**config.mk**
```make
export PLATFORM = sky130hd
export DESIGN_NAME = demand_paging_lru_mmu_unit
export DESIGN_NICKNAME = d
export VERILOG_FILES = /design/src/sv/dplm_pkg.sv /design/src/sv/dplm_ram.sv /design/src/sv/demand_paging_lru_mmu_unit.sv
export SDC_FILE = /design/constraint.sdc
export NUM_CORES = 2
export LEC_CHECK = 0
export CORE_UTILIZATION = 40
export CTS_CLUSTER_SIZE = 14
export DETAILED_ROUTE_END_ITERATION = 8
export DONT_BUFFER_PORTS = 1
export PLACE_DENSITY = 0.62
export REMOVE_ABC_BUFFERS = 1
export SYNTH_ARGS = -nofsm -noshare
export SYNTH_HDL_FRONTEND = slang
export SYNTH_SLANG_ARGS = --single-unit
```
**constraint.sdc**
```tcl
create_clock -name clk -period 6.24 [get_ports clk]
set_input_delay 0.312 -clock clk [delete_from_list [all_inputs] [get_ports clk]]
set_output_delay 0.312 -clock clk [all_outputs]
set_load 0.01 [all_outputs]
```
**src/sv/dplm_pkg.sv**
```systemverilog
// Shared constants, codes and sequencer states for the demand-paging MMU.
// No dependencies; imported by every module of the block that needs it.
package dplm_pkg;

  localparam int PROCS  = 4;
  localparam int PAGES  = 16;
  localparam int FRAMES = 32;

  localparam int PID_W   = 2;                        // process_id field width
  localparam int PAGE_W  = 4;                        // page_number field width
  localparam int LIM_W   = 5;                        // page_limit field width
  localparam int FRAME_W = 5;                        // frame_number field width
  localparam int USE_W   = 32;                       // access clock / timestamp
  localparam int FLT_W   = 16;                       // fault counter
  localparam int CNT_W   = 3;                        // process_count / ended counter
  localparam int CFG_W   = 6;                        // widest config register
  localparam int ENT_N   = PROCS * PAGES;
  localparam int ENT_AW  = $clog2(ENT_N);
  localparam int PG_IW   = $clog2(PAGES);            // page index inside a process
  localparam int SCAN_W  = $clog2(PAGES + 1);        // scan counter, holds PAGES
  localparam int FS_AW   = $clog2(FRAMES);           // free stack address
  localparam int FC_W    = $clog2(FRAMES + 1);       // free count, holds FRAMES
  localparam int PT_W    = FRAME_W + USE_W;          // page table word

  localparam logic [FLT_W-1:0] FLT_MAX   = '1;
  localparam logic [CNT_W-1:0] ENDED_MAX = '1;

  typedef enum logic [1:0] {
    OP_ACCESS = 2'd0,
    OP_END    = 2'd1,
    OP_CONFIG = 2'd2,
    OP_NONE   = 2'd3
  } op_t;

  typedef enum logic [2:0] {
    ST_HIT     = 3'd0,
    ST_FAULT   = 3'd1,
    ST_INVALID = 3'd2,
    ST_ENDED   = 3'd3,
    ST_NOFRAME = 3'd4,
    ST_CONFIG  = 3'd5
  } status_t;

  typedef enum logic [1:0] {
    NT_NONE     = 2'd0,
    NT_BLOCKED  = 2'd1,
    NT_FINISHED = 2'd2
  } notice_t;

  typedef enum logic {
    CFG_PROC_COUNT = 1'b0,
    CFG_FREE_INIT  = 1'b1
  } cfg_idx_t;

  typedef enum logic [3:0] {
    S_IDLE,
    S_HIT_RD,
    S_HIT_WB,
    S_SCAN,
    S_VICTIM,
    S_POP_RD,
    S_POP_WT,
    S_MAP,
    S_REL,
    S_DONE
  } state_t;

endpackage

```
**src/sv/dplm_ram.sv**
```systemverilog
// Generic single-write, single-read synchronous RAM with registered read data.
// No dependencies.
module dplm_ram #(
  parameter int WIDTH = 8,
  parameter int DEPTH = 16,
  localparam int AW = $clog2(DEPTH)
) (
  input  logic             clk,
  input  logic             we,
  input  logic [AW-1:0]    waddr,
  input  logic [WIDTH-1:0] wdata,
  input  logic [AW-1:0]    raddr,
  output logic [WIDTH-1:0] rdata
);

  logic [WIDTH-1:0] mem [DEPTH];

  always_ff @(posedge clk) begin
    if (we) begin
      mem[waddr] <= wdata;
    end
    rdata <= mem[raddr];
  end

endmodule

```
**src/sv/demand_paging_lru_mmu_unit.sv**
```systemverilog
// Top level of the demand-paging MMU: per-process page table, free-frame stack, LRU eviction.
// Depends on dplm_pkg and dplm_ram (page table RAM and free stack RAM).
//
//  channel | direction | handshake          | payload
//  --------+-----------+--------------------+-------------------------------------------------
//  in      | into      | in_valid/in_stall  | operation process_id page_number page_limit
//          |           |                    | replace_locally
//  out     | out of    | out_valid/out_stall| status frame_number fault_count scheduler_notice
//          |           |                    | all_terminated
//  cfg     | into      | cfg_we             | cfg_index cfg_data
//
// One item at a time; the steps below run from accepting an item to raising out_valid.
// Configure: straight to the result. Hit: page table read, then write back. Fault from the
// free stack: pop read, pop wait, map. Fault with eviction: scan, victim, map, the scan over
// PL pages, PL the page limit of the process (one page table read per cycle, each compare in
// the cycle after its read); when no page is valid a free frame is popped instead.
// End or invalid reference: one page table read and at most one stack push per cycle.
// Reset is synchronous; all valid bits clear at once, so no clearing pass is needed.
// The result register holds a finished item under out_stall while the next item is taken.
module demand_paging_lru_mmu_unit
  import dplm_pkg::*;
(
  input  logic               clk,
  input  logic               rst,
  // input channel
  input  logic               in_valid,
  output logic               in_stall,
  input  logic [1:0]         operation,
  input  logic [PID_W-1:0]   process_id,
  input  logic [PAGE_W-1:0]  page_number,
  input  logic [LIM_W-1:0]   page_limit,
  input  logic               replace_locally,
  // output channel
  output logic               out_valid,
  input  logic               out_stall,
  output logic [2:0]         status,
  output logic [FRAME_W-1:0] frame_number,
  output logic [FLT_W-1:0]   fault_count,
  output logic [1:0]         scheduler_notice,
  output logic               all_terminated,
  // configuration
  input  logic               cfg_we,
  input  logic               cfg_index,
  input  logic [CFG_W-1:0]   cfg_data
);

  state_t state, state_next;

  // captured request
  logic [PID_W-1:0]   pid_r;
  logic [PAGE_W-1:0]  page_r;

  // process table (small, in flops)
  logic [LIM_W-1:0]   plim   [PROCS];
  logic               plocal [PROCS];
  logic [FLT_W-1:0]   pfaults[PROCS];

  logic [USE_W-1:0]   access_clock;
  logic [FC_W-1:0]    free_count;
  logic [CNT_W-1:0]   ended;
  logic [CNT_W-1:0]   proc_count;

  // valid bits: page table entries and free stack slots (unset slot i reads as frame i)
  logic [ENT_N-1:0]   ent_vld;
  logic [FRAMES-1:0]  stk_vld;

  // scan engine
  logic [SCAN_W-1:0]  scan_pg;
  logic               rd_pend;
  logic [PG_IW-1:0]   rd_pg;
  logic               best_found;
  logic [PG_IW-1:0]   best_pg;
  logic [USE_W-1:0]   best_use;
  logic [FRAME_W-1:0] best_frame;

  logic [FS_AW-1:0]   pop_idx;
  logic [FRAME_W-1:0] fno_r;

  // pending result
  status_t            res_status;
  logic [FRAME_W-1:0] res_frame;
  notice_t            res_notice;

  // RAM ports
  logic               pt_we;
  logic [ENT_AW-1:0]  pt_waddr, pt_raddr;
  logic [PT_W-1:0]    pt_wdata, pt_rdata;
  logic               fs_we;
  logic [FS_AW-1:0]   fs_waddr, fs_raddr;
  logic [FRAME_W-1:0] fs_wdata, fs_rdata;

  // derived
  logic [ENT_AW-1:0]  ent_idx, in_idx, scan_addr;
  logic [SCAN_W-1:0]  scan_lim;
  logic               scan_live, scan_ev;
  logic [FRAME_W-1:0] rd_frame;
  logic [USE_W-1:0]   rd_use;
  logic               in_take, out_free, in_bad;

  assign ent_idx   = {pid_r, page_r};
  assign in_idx    = {process_id, page_number};
  assign scan_addr = {pid_r, scan_pg[PG_IW-1:0]};
  assign scan_lim  = (state == S_REL) ? SCAN_W'(PAGES) : SCAN_W'(plim[pid_r]);
  assign scan_live = scan_pg < scan_lim;
  assign scan_ev   = scan_live && ent_vld[scan_addr];
  assign rd_frame  = pt_rdata[PT_W-1:USE_W];
  assign rd_use    = pt_rdata[USE_W-1:0];
  assign in_stall  = (state != S_IDLE);
  assign in_take   = in_valid && (state == S_IDLE);
  assign out_free  = !out_valid || !out_stall;
  assign in_bad    = {1'b0, page_number} >= plim[process_id];

  // next state
  always_comb begin
    state_next = state;
    unique case (state)
      S_IDLE: begin
        if (in_valid) begin
          unique case (op_t'(operation))
            OP_CONFIG: state_next = S_DONE;
            OP_END:    state_next = S_REL;
            OP_ACCESS: begin
              if (in_bad) begin
                state_next = S_REL;
              end else if (ent_vld[in_idx]) begin
                state_next = S_HIT_RD;
              end else if (free_count == '0 || plocal[process_id]) begin
                state_next = S_SCAN;
              end else begin
                state_next = S_POP_RD;
              end
            end
            OP_NONE:   state_next = S_IDLE;
            default:   state_next = S_IDLE;
          endcase
        end
      end
      S_HIT_RD: state_next = S_HIT_WB;
      S_HIT_WB: state_next = S_DONE;
      S_SCAN:   if (!scan_live && !rd_pend) state_next = S_VICTIM;
      S_VICTIM: begin
        if (best_found) state_next = S_MAP;
        else if (free_count != '0) state_next = S_POP_RD;
        else state_next = S_DONE;
      end
      S_POP_RD: state_next = S_POP_WT;
      S_POP_WT: state_next = S_MAP;
      S_MAP:    state_next = S_DONE;
      S_REL:    if (!scan_live && !rd_pend) state_next = S_DONE;
      S_DONE:   if (out_free) state_next = S_IDLE;
      default:  state_next = S_IDLE;
    endcase
  end

  // RAM controls
  always_comb begin
    pt_we    = 1'b0;
    pt_waddr = ent_idx;
    pt_wdata = {fno_r, access_clock};
    pt_raddr = scan_addr;
    fs_we    = 1'b0;
    fs_waddr = free_count[FS_AW-1:0];
    fs_wdata = rd_frame;
    fs_raddr = FS_AW'(free_count - FC_W'(1));
    unique case (state)
      S_HIT_RD: pt_raddr = ent_idx;
      S_HIT_WB: begin
        pt_we    = 1'b1;
        pt_wdata = {rd_frame, access_clock};
      end
      S_MAP:    pt_we = 1'b1;
      S_REL:    fs_we = rd_pend && (free_count < FC_W'(FRAMES));
      default:  ;
    endcase
  end

  dplm_ram #(.WIDTH(PT_W), .DEPTH(ENT_N)) u_page_table (
    .clk  (clk),
    .we   (pt_we),
    .waddr(pt_waddr),
    .wdata(pt_wdata),
    .raddr(pt_raddr),
    .rdata(pt_rdata)
  );

  dplm_ram #(.WIDTH(FRAME_W), .DEPTH(FRAMES)) u_free_stack (
    .clk  (clk),
    .we   (fs_we),
    .waddr(fs_waddr),
    .wdata(fs_wdata),
    .raddr(fs_raddr),
    .rdata(fs_rdata)
  );

  // result valid and read-pending flag
  always_ff @(posedge clk) begin
    if (rst) begin
      out_valid <= 1'b0;
      rd_pend   <= 1'b0;
    end else begin
      if (state == S_DONE && out_free) out_valid <= 1'b1;
      else if (!out_stall) out_valid <= 1'b0;
      // a read is outstanding when the scanned entry was valid
      rd_pend <= (state == S_SCAN || state == S_REL) && scan_ev;
    end
  end

  // control state and datapath
  always_ff @(posedge clk) begin
    if (rst) begin
      state        <= S_IDLE;
      access_clock <= '0;
      free_count   <= FC_W'(FRAMES);
      ended        <= '0;
      proc_count   <= CNT_W'(PROCS);
      ent_vld      <= '0;
      stk_vld      <= '0;
      for (int p = 0; p < PROCS; p++) begin
        plim[p]    <= '0;
        plocal[p]  <= 1'b0;
        pfaults[p] <= '0;
      end
    end else begin
      state <= state_next;

      if (cfg_we) begin
        unique case (cfg_idx_t'(cfg_index))
          CFG_PROC_COUNT: proc_count <= cfg_data[CNT_W-1:0];
          CFG_FREE_INIT: begin
            free_count <= (cfg_data > CFG_W'(FRAMES)) ? FC_W'(FRAMES)
                                                      : FC_W'(cfg_data);
            stk_vld    <= '0;
          end
          default: ;
        endcase
      end

      unique case (state)
        S_IDLE: begin
          if (in_take) begin
            pid_r      <= process_id;
            page_r     <= page_number;
            scan_pg    <= '0;
            best_found <= 1'b0;
            res_frame  <= '0;
            res_notice <= NT_NONE;
            unique case (op_t'(operation))
              OP_CONFIG: begin
                plim[process_id]   <= (page_limit > LIM_W'(PAGES)) ? LIM_W'(PAGES)
                                                                   : page_limit;
                plocal[process_id] <= replace_locally;
                res_status         <= ST_CONFIG;
              end
              OP_END: begin
                res_status <= ST_ENDED;
                res_notice <= NT_FINISHED;
              end
              OP_ACCESS: begin
                access_clock <= access_clock + USE_W'(1);
                if (in_bad) begin
                  res_status <= ST_INVALID;
                  res_notice <= NT_FINISHED;
                end else if (!ent_vld[in_idx]) begin
                  if (pfaults[process_id] != FLT_MAX) begin
                    pfaults[process_id] <= pfaults[process_id] + FLT_W'(1);
                  end
                end
              end
              default: ;
            endcase
          end
        end
        S_HIT_WB: begin
          res_status <= ST_HIT;
          res_frame  <= rd_frame;
        end
        S_SCAN: begin
          // issue one read per cycle, compare the previous read's timestamp
          if (scan_live) scan_pg <= scan_pg + SCAN_W'(1);
          rd_pg   <= scan_pg[PG_IW-1:0];
          if (rd_pend && (!best_found || rd_use < best_use)) begin
            best_found <= 1'b1;
            best_pg    <= rd_pg;
            best_use   <= rd_use;
            best_frame <= rd_frame;
          end
        end
        S_VICTIM: begin
          if (best_found) begin
            ent_vld[{pid_r, best_pg}] <= 1'b0;
            fno_r <= best_frame;
          end else if (free_count == '0) begin
            res_status <= ST_NOFRAME;
          end
        end
        S_POP_RD: begin
          pop_idx    <= FS_AW'(free_count - FC_W'(1));
          free_count <= free_count - FC_W'(1);
        end
        S_POP_WT: fno_r <= stk_vld[pop_idx] ? fs_rdata : FRAME_W'(pop_idx);
        S_MAP: begin
          ent_vld[ent_idx] <= 1'b1;
          res_status       <= ST_FAULT;
          res_frame        <= fno_r;
          res_notice       <= NT_BLOCKED;
        end
        S_REL: begin
          if (scan_live) scan_pg <= scan_pg + SCAN_W'(1);
          if (scan_ev) ent_vld[scan_addr] <= 1'b0;
          if (fs_we) begin
            stk_vld[free_count[FS_AW-1:0]] <= 1'b1;
            free_count <= free_count + FC_W'(1);
          end
          if (!scan_live && !rd_pend && ended != ENDED_MAX) begin
            ended <= ended + CNT_W'(1);
          end
        end
        S_DONE: begin
          if (out_free) begin
            status           <= res_status;
            frame_number     <= res_frame;
            fault_count      <= pfaults[pid_r];
            scheduler_notice <= res_notice;
            all_terminated   <= (ended >= proc_count);
          end
        end
        default: ;
      endcase
    end
  end

  // checks
  a_free_bound: assert property (@(posedge clk) disable iff (rst)
    free_count <= FC_W'(FRAMES))
    else $error("free count beyond frame total");

  a_map_unmapped: assert property (@(posedge clk) disable iff (rst)
    state == S_MAP |-> !ent_vld[ent_idx])
    else $error("mapping a page that is already mapped");

  a_victim_valid: assert property (@(posedge clk) disable iff (rst)
    (state == S_VICTIM && best_found) |-> ent_vld[{pid_r, best_pg}])
    else $error("victim page not valid");

  a_hit_valid: assert property (@(posedge clk) disable iff (rst)
    state == S_HIT_RD |-> ent_vld[ent_idx])
    else $error("hit on an unmapped page");

endmodule

```
# Word level (Yosys, flattened, before mapping)
# Memory sizes are Yosys's and may differ from the RTL's. A register that Yosys moved wholly into a read port is not among the register bits.
# Cells that the tools add are included.
# Widths: inputs -> output; s select.
[word_totals]
register_bits = 234
ram_bits = 2616
input_bits = 26
output_inout_bits = 29
elab_cells = 239
n_memories = 5
[op_classes]
n_addsub = 6
n_lt_le_gt_ge = 17
n_eq_ne = 28
mux = 95
bitwise_logic = 8
reduce_logical = 54
[mem_list]
columns = ["name", "words", "width", "rd", "rd_clocked_by_memory_dff", "wr", "line_no", "source"]
rows = [
  ["u_page_table.mem", 64, 37, 1, 1, 1, "dplm_ram.sv:16", "logic [WIDTH-1:0] mem [DEPTH];"],
  ["u_free_stack.mem", 32, 5, 1, 1, 1, "dplm_ram.sv:16", ""],
  ["pfaults", 4, 16, 2, 1, 4, "demand_paging_lru_mmu_unit.sv:56", "logic [FLT_W-1:0] pfaults[PROCS];"],
  ["plim", 4, 5, 2, 1, 4, "demand_paging_lru_mmu_unit.sv:54", "logic [LIM_W-1:0] plim [PROCS];"],
  ["plocal", 4, 1, 1, 0, 4, "demand_paging_lru_mmu_unit.sv:55", "logic plocal [PROCS];"],
]
[op_table]
columns = ["operator", "count"]
rows = [
  ["$pmux 64 s3", 1],
  ["$mux 32", 5],
  ["$and 64x64->64", 2],
  ["$mux 64", 2],
  ["$not 64->64", 2],
  ["$or 64x64->64", 1],
  ["$mux 37", 1],
  ["$mux 1", 36],
  ["$pmux 4 s9", 1],
  ["$mux 5", 7],
  ["$add 32x1->32 const B", 1],
  ["$lt 32x32->1", 1],
  ["$mux 4", 8],
  ["$or 32x32->32", 1],
  ["$lt 6x7->1 const B", 4],
  ["$mux 6", 4],
  ["$reduce_and 3->1", 8],
  ["$pmux 5 s2", 2],
  ["$demux 1 s6", 3],
  ["$ge 6x1->1 const B", 3],
  ["$mux 3", 6],
  ["$add 16x1->16 const B", 1],
  ["$eq 4x3->1 const B", 4],
  ["$mux 16", 1],
  ["51 further kinds", 103],
]

# Longest topological paths before layout
# An unclocked memory read counts as a cell.
[logic_depth]
word_depth = 12
ltp_mapped = 15

# By module
# Synthesis repeated with hierarchy kept, for this count alone.
[hier_totals]
hier_cells = 5796
hier_area_um2 = 114447.3
[modules_own_cells]
columns = ["module", "n_inst", "cells_per_inst", "area_each_um2", "seq_area_each_um2"]
rows = [
  ["dplm_ram (u_page_table)", 1, 3922, 90465.5, 71848.9],
  ["demand_paging_lru_mmu_unit", 1, 1597, 17636.9, 8728.4],
  ["dplm_ram (u_free_stack)", 1, 277, 6344.8, 4904.7],
]

# Worst setup path after synthesis
# OpenSTA, ideal clock, no wires.
[synth_path]
path_type = "input to register"
from = "in process_id[1]"
to = "mem pfaults[0][0] (enable)"
setup_ns = 0.414
arrival_time_ns = 4.826
required_ns = 5.826
setup_slack_ns = 1.000
stages = 13
path_buffers = 5
cell_sequence = "clkbuf_1 > clkbuf_1 > clkbuf_1 > buf_1 > mux4_2 > ha_1 > nand2b_1 > a2111oi_0 > o31ai_1 > nor2_4 > nand3_2 > clkbuf_1 > o31ai_1"
[synth_lines]
columns = ["element", "line_no", "source"]
rows = [
  ["start: declaration", "demand_paging_lru_mmu_unit.sv:29", "input logic [PID_W-1:0] process_id,"],
  ["end: declaration", "demand_paging_lru_mmu_unit.sv:56", ""],
]

# Final worst setup path
[layout_path]
from = "reg state[0]"
to = "reg u_page_table.rdata[30], read port of u_page_table.mem"
[layout_via]
elab_chain_cells = 2
[layout_rtl]
columns = ["element", "line_no", "source"]
rows = [
  ["start: declaration", "demand_paging_lru_mmu_unit.sv:47", "state_t state, state_next;"],
  ["start signal: assignment", "demand_paging_lru_mmu_unit.sv:224", "state <= state_next;"],
  ["$eq 4x1->1", "demand_paging_lru_mmu_unit.sv:165", "unique case (state)"],
  ["$mux 4", "demand_paging_lru_mmu_unit.sv:165", ""],
  ["end: declaration", "dplm_ram.sv:13", "output logic [WIDTH-1:0] rdata"],
]
# No other way between the ends.
# A chain may end at the register's enable or synchronous reset.

==> summary.txt <==
===============================================================================================
Status                                                                             finished, final reports clean
Share of synthesized flip-flops with an asynchronous set or reset                            0%
Slew headroom                                                                            9.565%
Latest clock arrival within the worst-skew pair                                          950 ps
Worst EP arrival                                                                        5840 ps
Post-place setup slack                                                                  1292 ps
Crit-path most repeated cell                                                              buf_4
Post-detailed-routing wire length                                                    347,700 um
Remaining antenna violation count                                                             0
Distinct cells, synth                                                                        70
List of most frequent post-synthesis cells                                         edfxtp_1, nand2_1, mux4_2
Sequence of cells on the critical path                                             nor4b_4 -> buf_4 -> mux2i_4 -> buf_12 -> buf_4 -> mux4_2 -> mux2i_1 -> o22ai_1 -> or4_1
Cell taking the most area after synthesis                                              edfxtp_1
Detailed-router iteration count before antenna repair                                         9
Detailed-placement wirelength estimate                                               190,900 um
Cell with the most instances after synthesis                                           edfxtp_1
Via density                                                                               6.143
Min cycle time layout                                                                   5037 ps
Total congestion overflow                                                                     0
Largest stage delay on the critical path                                                1090 ps
Pin count of the biggest net entering global routing                                        155
Global Route Usage Sum                                                                   23.80%
Sequential area share after synthesis                                                    74.46%
Drc violations                                                                                0
CP Data Required Time                                                                   7050 ps
Type of destination of the critical path                                               register
Library cell used as clock root buffer                                                clkbuf_16
Vias                                                                                     65,120
Clock input transition at the sequential cells of the worst setup and hold paths          60 ps
Reported max-cap violation count                                                              0
Fin nets                                                                                  6,691
Largest vdd supply drop                                                             0.0003465 V
Main synth FF type                                                                     edfxtp_1
Highest Clock Rate                                                                    198.5 MHz
Signed area change from the synthesized netlist to the final layout                      14.30%
Global-route wire length before repair                                               482,800 um
Hold Violations, Final                                                                        0
Share of the clock period used by the worst path after layout                            80.71%
Die Width                                                                              537.7 um
Highest net fanout along the worst path                                                      35
Ports placed on the boundary                                                                 55
Min-Delay Path Class                                                               primary input to register
Syn_area_per_cell                                                                    18.01 um^2
DR iter-0 viols                                                                          10,140
Gate count after technology mapping                                                       6,374
Cell with the largest stage delay on the worst path                                     mux2i_4
Clock tree from TritonCTS                                                                  done
Total of endpoints with negative setup slack in the final report                              0
Effective utilization at floorplan                                                       40.25%
Count of buffers inserted at the top-level ports                                              0
Slew @ Worst Pin                                                                        1328 ps
Core footprint                                                                      0.2852 mm^2
Initial antenna violation count                                                              11
Category of cells accounting for the largest share of critical-path delay          multiplexers
Final worst-path setup slack                                                            1203 ps
RSZ-0062 raised after global routing                                                         no
Count of warnings emitted by yosys                                                            0
Largest cells by area after synthesis                                              edfxtp_1, mux4_2, dfxtp_1, nand2_1, mux2i_1
Die Span Y                                                                             537.7 um
Power per unit of standard cell area                                               379.6 mW/mm^2
Ratio of cells with drive above 1 in the final layout                                    20.90%
Number of enable-type register cells in the synthesized netlist                           2,720
Post-synth design cell area                                                         0.1148 mm^2
Wire length per cell                                                                   32.80 um
Weighted congestion reported at the end of routability-driven placement                  0.8550
Top cell type's share of synthesized area                                                71.15%
Total negative setup slack                                                                 0 ps
Final count of pins violating max slew                                                        0
Cell leakage power                                                                     38.25 nW
Number of rows in the core area                                                             196
DIE AREA                                                                            0.2891 mm^2
Number of global-route vias before repair                                                62,470
Final worst clock skew                                                                 81.76 ps
Buffering stage count on the worst path with inverters included                               3
Count of H-tree levels built during CTS                                                       5
Synth Register Bits                                                                       2,910
Clock sinks                                                                               2,910
Worst Setup Path Type                                                              register to register
Type of origin of the critical path                                                    register
Max clock buf depth                                                                           4
CTS buffer count                                                                            310
===============================================================================================
flip-flops by register name, indices dropped and copies added, names as in the netlist, 5 cells and up, named ones only:
name,flops
frame_number,5
u_free_stack.mem,160
best_frame,5
fno_r,5
free_count,6
best_use,32
res_frame,5
ent_vld,64
u_page_table.mem,2368
u_free_stack.rdata,5
plim,20
access_clock,32
u_page_table.rdata,37
fault_count,16
scan_pg,5
pfaults,64
pop_idx,5
stk_vld,32
final cells by class:
type	count	area [um^2]
fill	23840	154000
tap	3762	4707
clock inverter	123	988.4
sequential	2910	85520
clock buffer	417	8563
timing repair buffer	290	3040
inverter	79	296.5
multi-input combinational	3017	28090
antenna	3	7.507
power by group:
part	switching (mW)	internal, mW
Combinational	6.43	3.71
Sequential	0.361	21.7
Clock	7.41	10.2
logic make-up after synthesis:
kind of cell	share of synthesized area [%]
AND/OR/NAND/NOR	5.745
XOR/XNOR	0.3662
buffers and inverters	1.661
flip-flops	74.46
multiplexers	13.56
adder cells (fa/ha/maj)	0.6212
AO/OA/AOI/OAI	3.588
placed cells by master, fill, tap and decap left out, drive strengths merged, types with 31 or more instances in the layout:
cell / instances
nor4: 31
clkbuf: 417
nand3: 255
o22ai: 81
a31oi: 43
edfxtp: 2720
nor2: 310
mux2i: 180
a21oi: 220
o21ai: 50
nand2: 658
a211oi: 42
mux4: 601
buf: 256
nand4: 53
or4: 35
inv: 80
dfxtp: 190
ha: 57
clkinv: 100
a311oi: 38
dlygate4sd3: 34
final timing paths:
path                            cells past startpoint           from                endpoint  slack (ps)
worst min register to register                      0  res_status[0]               status[0]         420
worst max-delay path                                9       state[0]  u_page_table.rdata[30]        1200
worst min-delay path                                3  process_id[0]           pfaults[3][9]          80
worst max register to register                      9       state[0]  u_page_table.rdata[30]        1200
through the flow:
step	utilization (%)	cell area [um^2]	cells	power (mW)	hold slack (ps)
3_3_place_gp	42.51	121200	10020	32.35	404.0
2_1_floorplan	-	113200	6006	28.73	381.1
3_5_place_dp	42.51	121200	10020	32.43	404.5
4_1_cts	46.00	131200	10600	49.91	15.26
5_1_grt	46.00	131200	10600	51.21	70.90
6_report	46.01	131200	10600	49.81	84.47
metal layers:
metal	up-vias	GRT usage [%]	routed length, um
met2	4124	37.04	160700
met5	-	0	121
met4	20	8.528	13070
met3	721	5.461	39600
met1	34200	32.81	134200
li1	26050	-	-
worst reg2reg max path: stages (launching register included):
cell and delay [ps]:
dfxtp_1 790, nor4b_4 350, buf_4 310, mux2i_4 1100, buf_12 380, buf_4 410, mux4_2 550, mux2i_1 340
o22ai_1 160, or4_1 540
what timing repair did:
| action | CTS | global route |
|---|---|---|
| hold buffers | 37 | 0 |
| gates resized for setup | 0 | 0 |
| endpoints found under the hold margin | 339 | 0 |
| setup buffers | 0 | 0 |
Power figures use the tool's default switching activity.
